--- config.mk ---
export PLATFORM = sky130hd
export DESIGN_NAME = h3_frame_stream_parser
export DESIGN_NICKNAME = d
export VERILOG_FILES = /design/src/rtl/h3fsp_pkg.sv /design/src/rtl/h3_frame_stream_parser.sv /design/src/rtl/h3fsp_parser.sv
export SDC_FILE = /design/constraint.sdc
export NUM_CORES = 1
export LEC_CHECK = 0
export ABC_AREA = 1
export BUFFER_PORTS_ARGS = -buffer_cell sky130_fd_sc_hd__buf_2
export CAP_MARGIN = 20
export CORE_MARGIN = 5
export CORE_UTILIZATION = 40
export CTS_BUF_LIST = sky130_fd_sc_hd__clkbuf_8
export DETAILED_ROUTE_END_ITERATION = 10
export HOLD_SLACK_MARGIN = 0.08
export SKIP_LAST_GASP = 1
export SLEW_MARGIN = 20
export SYNTH_ARGS = -nofsm -noshare
export SYNTH_HDL_FRONTEND = slang
export SYNTH_SLANG_ARGS = --single-unit
--- constraint.sdc ---
create_clock -name clk_i -period 18.4 [get_ports clk_i]
set_input_delay 3.68 -clock clk_i [delete_from_list [all_inputs] [get_ports clk_i]]
set_output_delay 3.68 -clock clk_i [all_outputs]
set_load 0.02 [all_outputs]
--- src/rtl/h3fsp_pkg.sv ---
`timescale 1ns / 1ps
// ----------------------------------------------------------------------------
// h3fsp_pkg
// Types, codes and helpers shared by the HTTP/3 frame stream parser.
// ----------------------------------------------------------------------------
package h3fsp_pkg;

  localparam int unsigned VarW = 62;

  typedef enum logic [2:0] {
    PH_TYPE  = 3'd0,
    PH_LEN   = 3'd1,
    PH_PASS  = 3'd2,
    PH_SID   = 3'd3,
    PH_SVAL  = 3'd4,
    PH_ONE   = 3'd5,
    PH_EXTRA = 3'd6
  } phase_e;

  typedef enum logic [2:0] {
    EV_HDR  = 3'd0,
    EV_BYTE = 3'd1,
    EV_PAIR = 3'd2,
    EV_ONE  = 3'd3,
    EV_ERR  = 3'd4
  } event_e;

  typedef enum logic [2:0] {
    CLS_DATA     = 3'd0,
    CLS_HEADERS  = 3'd1,
    CLS_SETTINGS = 3'd2,
    CLS_GOAWAY   = 3'd3,
    CLS_MAX_PUSH = 3'd4,
    CLS_CANCEL   = 3'd5,
    CLS_OTHER    = 3'd6
  } class_e;

  typedef enum logic [1:0] {
    ST_OK           = 2'd0,
    ST_BAD_SETTINGS = 2'd1,
    ST_BAD_SINGLE   = 2'd2,
    ST_TRUNCATED    = 2'd3
  } status_e;

  localparam logic [VarW-1:0] FT_DATA     = 62'd0;
  localparam logic [VarW-1:0] FT_HEADERS  = 62'd1;
  localparam logic [VarW-1:0] FT_CANCEL   = 62'd3;
  localparam logic [VarW-1:0] FT_SETTINGS = 62'd4;
  localparam logic [VarW-1:0] FT_GOAWAY   = 62'd7;
  localparam logic [VarW-1:0] FT_MAX_PUSH = 62'd13;

  typedef struct packed {
    event_e            ev;
    class_e            cls;
    logic [VarW-1:0]   ftype;
    logic [VarW-1:0]   flen;
    logic [7:0]        body;
    logic [VarW-1:0]   sid;
    logic [VarW-1:0]   nval;
    logic              fend;
    status_e           status;
  } res_t;

  function automatic class_e classify(input logic [VarW-1:0] t);
    class_e c;
    if (t == FT_DATA) c = CLS_DATA;
    else if (t == FT_HEADERS) c = CLS_HEADERS;
    else if (t == FT_SETTINGS) c = CLS_SETTINGS;
    else if (t == FT_GOAWAY) c = CLS_GOAWAY;
    else if (t == FT_MAX_PUSH) c = CLS_MAX_PUSH;
    else if (t == FT_CANCEL) c = CLS_CANCEL;
    else c = CLS_OTHER;
    return c;
  endfunction

  function automatic logic is_single(input class_e c);
    return (c == CLS_GOAWAY) || (c == CLS_MAX_PUSH) || (c == CLS_CANCEL);
  endfunction

endpackage

--- src/rtl/h3_frame_stream_parser.sv ---
`timescale 1ns / 1ps
// ----------------------------------------------------------------------------
// h3_frame_stream_parser
// HTTP/3 frame parser over a byte stream with QUIC varint type and length.
// ----------------------------------------------------------------------------
// flow: each byte is held in the input register, and its result, if any, goes to the result register
// throughput: one byte per cycle while the master side takes results, set by the combinational
// varint and state update between the input register and the result register
// reset: asynchronous, active low; parser waits for a frame type, both stages empty
module h3_frame_stream_parser (
  input  logic         clk_i,
  input  logic         rst_ni,
  input  logic         s_axis_tvalid_i,
  output logic         s_axis_tready_o,
  input  logic [7:0]   s_axis_tdata_i,   // data_byte
  input  logic         s_axis_tlast_i,   // buffer_end
  output logic         m_axis_tvalid_o,
  input  logic         m_axis_tready_i,
  // frame_type, frame_length, body_byte, setting_id, number_value
  output logic [255:0] m_axis_tdata_o,
  output logic [7:0]   m_axis_tuser_o,   // event_res, frame_class, status
  output logic         m_axis_tlast_o    // frame_end
);

  logic       in_v_q, in_v_d;
  logic [7:0] in_byte_q;
  logic       in_last_q;
  logic       out_v_q, out_v_d;
  h3fsp_pkg::res_t out_q;
  h3fsp_pkg::res_t res;
  logic       res_valid;
  logic       advance;

  assign advance         = in_v_q && (!out_v_q || m_axis_tready_i);
  assign s_axis_tready_o = !in_v_q || advance;

  h3fsp_parser u_parser (
    .clk_i       (clk_i),
    .rst_ni      (rst_ni),
    .en_i        (advance),
    .byte_i      (in_byte_q),
    .last_i      (in_last_q),
    .res_valid_o (res_valid),
    .res_o       (res)
  );

  always_comb begin
    in_v_d = in_v_q;
    if (s_axis_tready_o) in_v_d = s_axis_tvalid_i;
    out_v_d = out_v_q;
    if (advance) out_v_d = res_valid;
    else if (m_axis_tready_i) out_v_d = 1'b0;
  end

  always_ff @(posedge clk_i or negedge rst_ni) begin
    if (!rst_ni) begin
      in_v_q  <= 1'b0;
      out_v_q <= 1'b0;
    end else begin
      in_v_q  <= in_v_d;
      out_v_q <= out_v_d;
    end
  end

  // payload registers
  always_ff @(posedge clk_i) begin
    if (s_axis_tready_o && s_axis_tvalid_i) begin
      in_byte_q <= s_axis_tdata_i;
      in_last_q <= s_axis_tlast_i;
    end
    if (advance) out_q <= res;
  end

  assign m_axis_tvalid_o = out_v_q;
  assign m_axis_tdata_o  = {out_q.nval, out_q.sid, out_q.body, out_q.flen, out_q.ftype};
  assign m_axis_tuser_o  = {out_q.status, out_q.cls, out_q.ev};
  assign m_axis_tlast_o  = out_q.fend;

endmodule

--- src/rtl/h3fsp_parser.sv ---
`timescale 1ns / 1ps
// ----------------------------------------------------------------------------
// h3fsp_parser
// Frame parser state and per-byte update: varint decode, header, body handling.
// ----------------------------------------------------------------------------
module h3fsp_parser (
  input  logic              clk_i,
  input  logic              rst_ni,
  input  logic              en_i,
  input  logic [7:0]        byte_i,
  input  logic              last_i,
  output logic              res_valid_o,
  output h3fsp_pkg::res_t   res_o
);

  localparam int unsigned W = h3fsp_pkg::VarW;

  h3fsp_pkg::phase_e ph_q, ph_d;
  logic [W-1:0]      acc_q, acc_d;
  logic [2:0]        left_q, left_d;
  logic [W-1:0]      type_q, type_d;
  h3fsp_pkg::class_e class_q, class_d;
  logic [W-1:0]      len_q, len_d;
  logic [W-1:0]      body_q, body_d;
  logic [W-1:0]      pid_q, pid_d;

  logic [W-1:0] vs_acc;
  logic [2:0]   vs_left;
  logic         vs_done;
  logic [W-1:0] body_dec;
  logic         body_zero;
  logic         hdr, has, done;

  // varint step: first byte sets the size from its top two bits
  always_comb begin
    if (left_q == 3'd0) begin
      vs_acc  = {{(W-6){1'b0}}, byte_i[5:0]};
      vs_left = 3'((4'd1 << byte_i[7:6]) - 4'd1);
    end else begin
      vs_acc  = {acc_q[W-9:0], byte_i};
      vs_left = left_q - 3'd1;
    end
    vs_done = (vs_left == 3'd0);
  end

  assign body_dec  = body_q - {{(W-1){1'b0}}, 1'b1};
  assign body_zero = (body_dec == '0);

  always_comb begin
    ph_d    = ph_q;
    acc_d   = acc_q;
    left_d  = left_q;
    type_d  = type_q;
    class_d = class_q;
    len_d   = len_q;
    body_d  = body_q;
    pid_d   = pid_q;
    hdr     = (ph_q == h3fsp_pkg::PH_PASS) || (ph_q == h3fsp_pkg::PH_SID) ||
              (ph_q == h3fsp_pkg::PH_SVAL) || (ph_q == h3fsp_pkg::PH_ONE) ||
              (ph_q == h3fsp_pkg::PH_EXTRA);
    has     = 1'b0;
    done    = 1'b0;
    res_o        = '0;
    res_o.ev     = h3fsp_pkg::EV_HDR;
    res_o.status = h3fsp_pkg::ST_OK;

    unique case (ph_q)
      h3fsp_pkg::PH_LEN: begin
        acc_d  = vs_acc;
        left_d = vs_left;
        if (vs_done) begin
          len_d    = vs_acc;
          body_d   = vs_acc;
          class_d  = h3fsp_pkg::classify(type_q);
          acc_d    = '0;
          hdr      = 1'b1;
          has      = 1'b1;
          res_o.ev = h3fsp_pkg::EV_HDR;
          if (vs_acc == '0) begin
            res_o.fend = 1'b1;
            done       = 1'b1;
            if (h3fsp_pkg::is_single(class_d)) res_o.status = h3fsp_pkg::ST_BAD_SINGLE;
          end else if (class_d == h3fsp_pkg::CLS_SETTINGS) begin
            ph_d = h3fsp_pkg::PH_SID;
          end else if (h3fsp_pkg::is_single(class_d)) begin
            ph_d = h3fsp_pkg::PH_ONE;
          end else begin
            ph_d = h3fsp_pkg::PH_PASS;
          end
        end
      end
      h3fsp_pkg::PH_PASS: begin
        body_d     = body_dec;
        has        = 1'b1;
        res_o.ev   = h3fsp_pkg::EV_BYTE;
        res_o.body = byte_i;
        if (body_zero) begin
          res_o.fend = 1'b1;
          done       = 1'b1;
        end
      end
      h3fsp_pkg::PH_SID: begin
        body_d = body_dec;
        acc_d  = vs_acc;
        left_d = vs_left;
        if (vs_done) begin
          pid_d = vs_acc;
          ph_d  = h3fsp_pkg::PH_SVAL;
        end
        if (body_zero) begin
          has          = 1'b1;
          res_o.ev     = h3fsp_pkg::EV_ERR;
          res_o.status = h3fsp_pkg::ST_BAD_SETTINGS;
          res_o.fend   = 1'b1;
          done         = 1'b1;
        end
      end
      h3fsp_pkg::PH_SVAL: begin
        body_d = body_dec;
        acc_d  = vs_acc;
        left_d = vs_left;
        if (vs_done) begin
          has        = 1'b1;
          res_o.ev   = h3fsp_pkg::EV_PAIR;
          res_o.sid  = pid_q;
          res_o.nval = vs_acc;
          ph_d       = h3fsp_pkg::PH_SID;
          if (body_zero) begin
            res_o.fend = 1'b1;
            done       = 1'b1;
          end
        end else if (body_zero) begin
          has          = 1'b1;
          res_o.ev     = h3fsp_pkg::EV_ERR;
          res_o.status = h3fsp_pkg::ST_BAD_SETTINGS;
          res_o.fend   = 1'b1;
          done         = 1'b1;
        end
      end
      h3fsp_pkg::PH_ONE: begin
        body_d = body_dec;
        acc_d  = vs_acc;
        left_d = vs_left;
        if (vs_done && body_zero) begin
          has        = 1'b1;
          res_o.ev   = h3fsp_pkg::EV_ONE;
          res_o.nval = vs_acc;
          res_o.fend = 1'b1;
          done       = 1'b1;
        end else if (vs_done) begin
          ph_d = h3fsp_pkg::PH_EXTRA;
        end else if (body_zero) begin
          has          = 1'b1;
          res_o.ev     = h3fsp_pkg::EV_ERR;
          res_o.status = h3fsp_pkg::ST_BAD_SINGLE;
          res_o.fend   = 1'b1;
          done         = 1'b1;
        end
      end
      h3fsp_pkg::PH_EXTRA: begin
        body_d = body_dec;
        if (body_zero) begin
          has          = 1'b1;
          res_o.ev     = h3fsp_pkg::EV_ERR;
          res_o.status = h3fsp_pkg::ST_BAD_SINGLE;
          res_o.fend   = 1'b1;
          done         = 1'b1;
        end
      end
      default: begin
        // frame type, also recovers from the unused phase code
        ph_d   = h3fsp_pkg::PH_TYPE;
        acc_d  = vs_acc;
        left_d = vs_left;
        if (vs_done) begin
          type_d = vs_acc;
          acc_d  = '0;
          ph_d   = h3fsp_pkg::PH_LEN;
        end
      end
    endcase

    // buffer end mid-frame drops the partial frame
    if (!done && last_i) begin
      if (!has) begin
        has      = 1'b1;
        res_o.ev = h3fsp_pkg::EV_ERR;
      end
      res_o.status = h3fsp_pkg::ST_TRUNCATED;
      res_o.fend   = 1'b1;
    end
    if (done || last_i) begin
      ph_d   = h3fsp_pkg::PH_TYPE;
      acc_d  = '0;
      left_d = 3'd0;
      body_d = '0;
      pid_d  = '0;
    end

    res_o.cls   = hdr ? class_d : h3fsp_pkg::CLS_DATA;
    res_o.ftype = hdr ? type_d : '0;
    res_o.flen  = hdr ? len_d : '0;
    res_valid_o = has;
  end

  always_ff @(posedge clk_i or negedge rst_ni) begin
    if (!rst_ni) begin
      ph_q    <= h3fsp_pkg::PH_TYPE;
      acc_q   <= '0;
      left_q  <= 3'd0;
      type_q  <= '0;
      class_q <= h3fsp_pkg::CLS_DATA;
      len_q   <= '0;
      body_q  <= '0;
      pid_q   <= '0;
    end else if (en_i) begin
      ph_q    <= ph_d;
      acc_q   <= acc_d;
      left_q  <= left_d;
      type_q  <= type_d;
      class_q <= class_d;
      len_q   <= len_d;
      body_q  <= body_d;
      pid_q   <= pid_d;
    end
  end

endmodule

# [Word-level counts from Yosys, hierarchy flattened]
# Index checks and enable logic that the tools add are counted.
[op_classes] addsub=3 n_mul=0 div=0 n_lt_le_gt_ge=0 n_eq_ne=22 n_shift=1 n_mux=73 bitwise=0 reduce_logical=36
[ops] cell="62-bit 2-to-1 mux" count=11
[ops] cell="62-bit case mux with 2 select lines" count=2
[ops] cell="62-bit zero test" count=3
[ops] cell="62-bit by 3-bit equality test with 1-bit output, second input constant" count=2
[ops] cell="54-bit 2-to-1 mux" count=2
[ops] cell="54-bit case mux with 2 select lines" count=1
[ops] cell="3-bit 2-to-1 mux" count=32
[ops] cell="62-bit by 1-bit equality test with 1-bit output, second input constant" count=1
[ops] cell="62-bit by 2-bit equality test with 1-bit output, second input constant" count=1
[ops] cell="62-bit by 4-bit equality test with 1-bit output, second input constant" count=1
[ops] cell="62-bit by 1-bit subtractor with 62-bit output, second input constant" count=1
[ops] cell="3-bit equality test, second input constant" count=5
[ops] cell="1-bit 2-to-1 mux" count=15
[ops] cell="3-bit case mux with 5 select lines" count=1
[ops] cell="3-bit by 2-bit equality test with 1-bit output, second input constant" count=4
[ops] cell="3-bit case mux with 4 select lines" count=1
[ops] cell="2-bit case mux with 5 select lines" count=1
[ops] cell="1-bit logical OR" count=9
[ops] cell="3-bit by 2-bit != test with 1-bit output, second input constant" count=3
[ops] cell="2-bit 2-to-1 mux" count=4
[ops] cell="8-bit AND reduction" count=1
[ops] cell="3-bit zero test" count=2
[ops] cell="3-bit != test, second input constant" count=2
[ops] cell="1-bit case mux with 6 select lines" count=1
[ops] cell="other kinds (18)" count=29
[word_totals] register_bits=587 latchBits=0 ram_bits=0 romBits=0 in_bits=13 out_inout_bits=267 elab_cells=156 mem_count=0

# [Logic depth before layout (Yosys ltp)]
[depth] ltp_word=18 depth_mapped=22 mapped_depth_nobuf=21

# [Hierarchy]
# A second synthesis with hierarchy kept.
[hier_totals] hier_cells=3434 area_unflattened_um2=28142.0
[modules_own_cells] mod="h3fsp_parser" instances=1 cells_each=3148 area_per_inst_um2=19816.5 seq_area_each_um2=7782.5
[modules_own_cells] mod="h3_frame_stream_parser" instances=1 cells_each=286 area_per_inst_um2=8325.5 seq_area_each_um2=8277.9

# [Worst setup path after synthesis]
# No wires, ideal clock.
[synth_path] kind="input-to-reg" start="in m_axis_tready_i" end="reg u_parser.len_q[16]" arrival_time_ps=11833 path_slack_ps=6081 stages=7 path_buffers=2 cell_sequence="inv_1 nand2_1 nand2_1 inv_2 clkbuf_1 clkbuf_1 o21ai_0"
[synth_via] elab_chain_len=2
[synth_lines] item="start: declaration" line="h3_frame_stream_parser.sv:18" rtl="input logic m_axis_tready_i,"
[synth_lines] item="1-bit logical OR" line="h3_frame_stream_parser.sv:34" rtl="assign advance = in_v_q && (!out_v_q || m_axis_tready_i);"
[synth_lines] item="1-bit logical AND" line="h3_frame_stream_parser.sv:34"
[synth_lines] item="named net advance" line="h3_frame_stream_parser.sv:32" rtl="logic advance;"
[synth_lines] item="end signal: assignment" line="h3fsp_parser.sv:222" rtl="len_q <= len_d;"
[synth_lines] item="end: declaration" line="h3fsp_parser.sv:23" rtl="logic [W-1:0] len_q, len_d;"
# The timed path passes the listed nets, and every way through them passes these cells.
# A chain may end at the register's enable or synchronous reset.

# [Final worst setup path]
[layout_path] start="in m_axis_tready_i" end="out s_axis_tready_o"
[layout_via] elab_chain_len=3
[layout_lines] item="1-bit logical OR" line="h3_frame_stream_parser.sv:34"
[layout_lines] item="1-bit logical AND" line="h3_frame_stream_parser.sv:34"
[layout_lines] item="1-bit logical OR" line="h3_frame_stream_parser.sv:35" rtl="assign s_axis_tready_o = !in_v_q || advance;"
[layout_lines] item="end: declaration" line="h3_frame_stream_parser.sv:14" rtl="output logic s_axis_tready_o,"
# No other way between the ends.

==> flow_summary.yaml <==
outcome:
  outcome: "completed"
logic_synthesis:
  yosys.area.top_type_share_pct: 29.6
  synth_warnings: 0
  synthAdderAreaFrac_pct: 0.180
  synth_mux_area_share_pct: 0
  synth_xor_area_share_pct: 0.346
  yosys.cell_count.top_type: "nand2_1"
  syn_area_per_cell_um2: 8.42
  synth-simple-area-share_pct: 27.0
  netlist_top_cells_area: "edfxtp_1, dfrtp_1, nand2_1"
  synthTopCellsByCount: "nand2_1, nor2_1, dfrtp_1"
  synth_edf_count: 274
  async_flop_share_pct: 53.3
  ys_ff_latch: 587
  ys_seq_area_share_pct: 57.7
  synth_compound_area_share_pct: 8.24
  synth_top_cell_by_area: "edfxtp_1"
  synth_cell_types: 42
  synth_top_family_by_area: "simple AND/OR/NAND/NOR gates"
  synth_nets: 3320
  netlist_area_um2: 27800
  syn_inst: 3303
  synthFlopType: "dfrtp_1"
timing:
  setup_violations: 0
  finalSetupTns_ns: 0
  post-route-period-util_pct: 42.3
  slew-limit-headroom_pct: 30.0
  drv_slew: 0
  worstMarginPinSlew_ns: 1.05
  period_minus_slack_ns: 7.79
  rsz0062_at_grt: "no"
  worst_clock_skew_ns: 0.0479
  hold_violations: 0
  fmax_mhz: 128
power:
  vdd_drop_max_mv: 0.0768
  power_density_nw_per_um2: 169
  total_power_mw: 5.42
  leakage_nw: 14.8
setup_path:
  path_class: "input port to output pin"
  timing.reg2reg.setup_slack_ns: 12.16
  start_kind: "input port"
  reg2reg_to: "u_parser.pid_q[12]"
  worstPathMaxFanout: 3
  worst_setup_path_end_kind: "output pin"
  reg2reg_from: "u_parser.left_q[1]"
  cp.required_ns: 14.72
  worstPathArrival_ns: 4.11
  ff2ff_path_depth: 17
final_layout:
  nNetsFinal: 3557
  area_growth_pct: 15.1
  nFillCells: 6855
  drive_gt1_share_pct: 14.0
die:
  chipHeight_um: 274
  die_area_um2: 74900
  core-area_um2: 68800
  dieWidth_um: 274
  rows: 96
  ios: 280
  initial_core_util_pct: 40.4
detailed_routing:
  viasPerCell: 5.17
  wirelength_um: 91300
  drtPass1Iterations: 6
  drc: 0
  drtAntennaViolNets: 0
  wire_per_inst_um: 20.0
  drt_iter0_markers: 2267
  vias: 23600
clock_network:
  clk_pin_slew_worst_paths_ns: 0.05
  numCtsBuffers: 100
  post_cts_buffers: 0
  clkLatencyLatePin_ns: 0.73
  htreeDepth: 3
  clock-sinks: 587
  cts_resized: 0
  cts_buffer_depth: 3
  cts_tree: "built"
  root_buffer: "clkbuf_8"
  postCtsHoldBufs: 0
min_path:
  worstHoldEndpoint: "u_parser.pid_q[18]"
  hold_start: "u_parser.pid_q[18]"
  hold_class: "flop to flop"
  worstHoldPathCells: 2
global_routing:
  grt_max_degree: 197
  grt_overflow: 0
  antenna_found_initial: 3
  grt_pass1_vias: 22400
  grt_pass1_wl_um: 137000
  grt_usage_pct: 23.9
placement:
  dp_hpwl_um: 60700
  portBuffers: 279
  routabilityCongestion: 0.934
run:
  drv_cap: 0
-- metrics by stage --
step	cells	hold slack (ns)	setup slack (ns)	cell area (um^2)	util, %
after floorplan	3303	0.442	6.08	27800	-
after global placement	4369	0.456	10.61	29900	43.5
after detailed placement	4369	0.458	10.61	29900	43.5
after CTS	4558	0.473	10.60	32000	46.5
after global routing	4559	0.492	10.57	32000	46.5
final	4559	0.466	10.61	32000	46.5
-- kinds of logic (layout without fill, tap and decap cells) --
kind of cell | after synthesis | in the layout
adder cells (fa/ha/maj) | 4 | 4
buffers and inverters | 459 | 783
flip-flops | 587 | 587
XOR/XNOR | 11 | 11
AND/OR/NAND/NOR | 1803 | 1803
other | 0 | 1
AO/OA/AOI/OAI | 439 | 439
-- per-layer routing --
layer / up-vias / routed length (um) / global-route usage (%)
met1: 11200 / 39200 / 33.1
li1: 11200 / - / -
met3: 186 / 6900 / 4.67
met5: - / 7 / 0
met4: 2 / 3490 / 9.05
met2: 929 / 41700 / 37.4
-- layout by cell type (no fill, tap or decap), drive strengths merged, types with 4 or more instances in the layout --
cell type  netlist  layout
a21oi            8       8
buf             66     302
bufinv           0       7
clkbuf         101     111
clkinv           3      31
dfrtp          313     313
edfxtp         274     274
ha               4       4
inv            289     330
nand2          987     987
nand3          126     126
nand3b          29      29
nand4           49      49
nor2           512     512
nor3            36      36
nor4            20      20
o21a             4       4
o21ai          375     375
o21bai           6       6
o22ai           40      40
or2             39      39
xor2             8       8
-- area by class of cell --
cell class,count,area (um^2),area share [%]
inverters,292,1100,3.45
well taps,931,1160,3.64
diodes,1,2.50,0.00781
flip-flops and latches,587,16100,50.1
repair buffers,302,1600,5.01
multi-input cells,2257,10000,31.3
clock inverters,78,559,1.75
clock buffers,111,1530,4.77
-- worst max-delay path by stage --
stage / cells after the start / start / endpoint / slack (ns)
finish: 4 / m_axis_tready_i / s_axis_tready_o / 10.61
global route: 4 / m_axis_tready_i / s_axis_tready_o / 10.57
CTS: 4 / m_axis_tready_i / s_axis_tready_o / 10.60
detailed placement: 4 / m_axis_tready_i / s_axis_tready_o / 10.61
global placement: 4 / m_axis_tready_i / s_axis_tready_o / 10.61
floorplan: 7 / m_axis_tready_i / u_parser.len_q[16] / 6.08
-- where the power goes --
| group | internal [mW] | total, mW | switching (mW) |
|---|---|---|---|
| combinational | 0.629 | 2.37 | 1.74 |
| sequential | 1.66 | 1.82 | 0.162 |
| clock | 0.659 | 1.23 | 0.569 |
| total | 2.95 | 5.42 | 2.47 |
-- sequential cells by signal, indices dropped and copies added, names as in the netlist, 8 cells and up --
| name | cells |
|---|---|
| m_axis_tdata_o | 256 |
| in_byte_q | 8 |
| m_axis_tuser_o | 8 |
| u_parser.body_q | 62 |
| u_parser.type_q | 62 |
| u_parser.acc_q | 54 |
| u_parser.pid_q | 62 |
| u_parser.len_q | 62 |
-- critical path, cell delays in order --
cell and delay, ns:
buf_2 0.09, inv_1 0.06, nand3_1 0.10, buf_2 0.18
No activity file was read; power rests on OpenSTA's default activity.
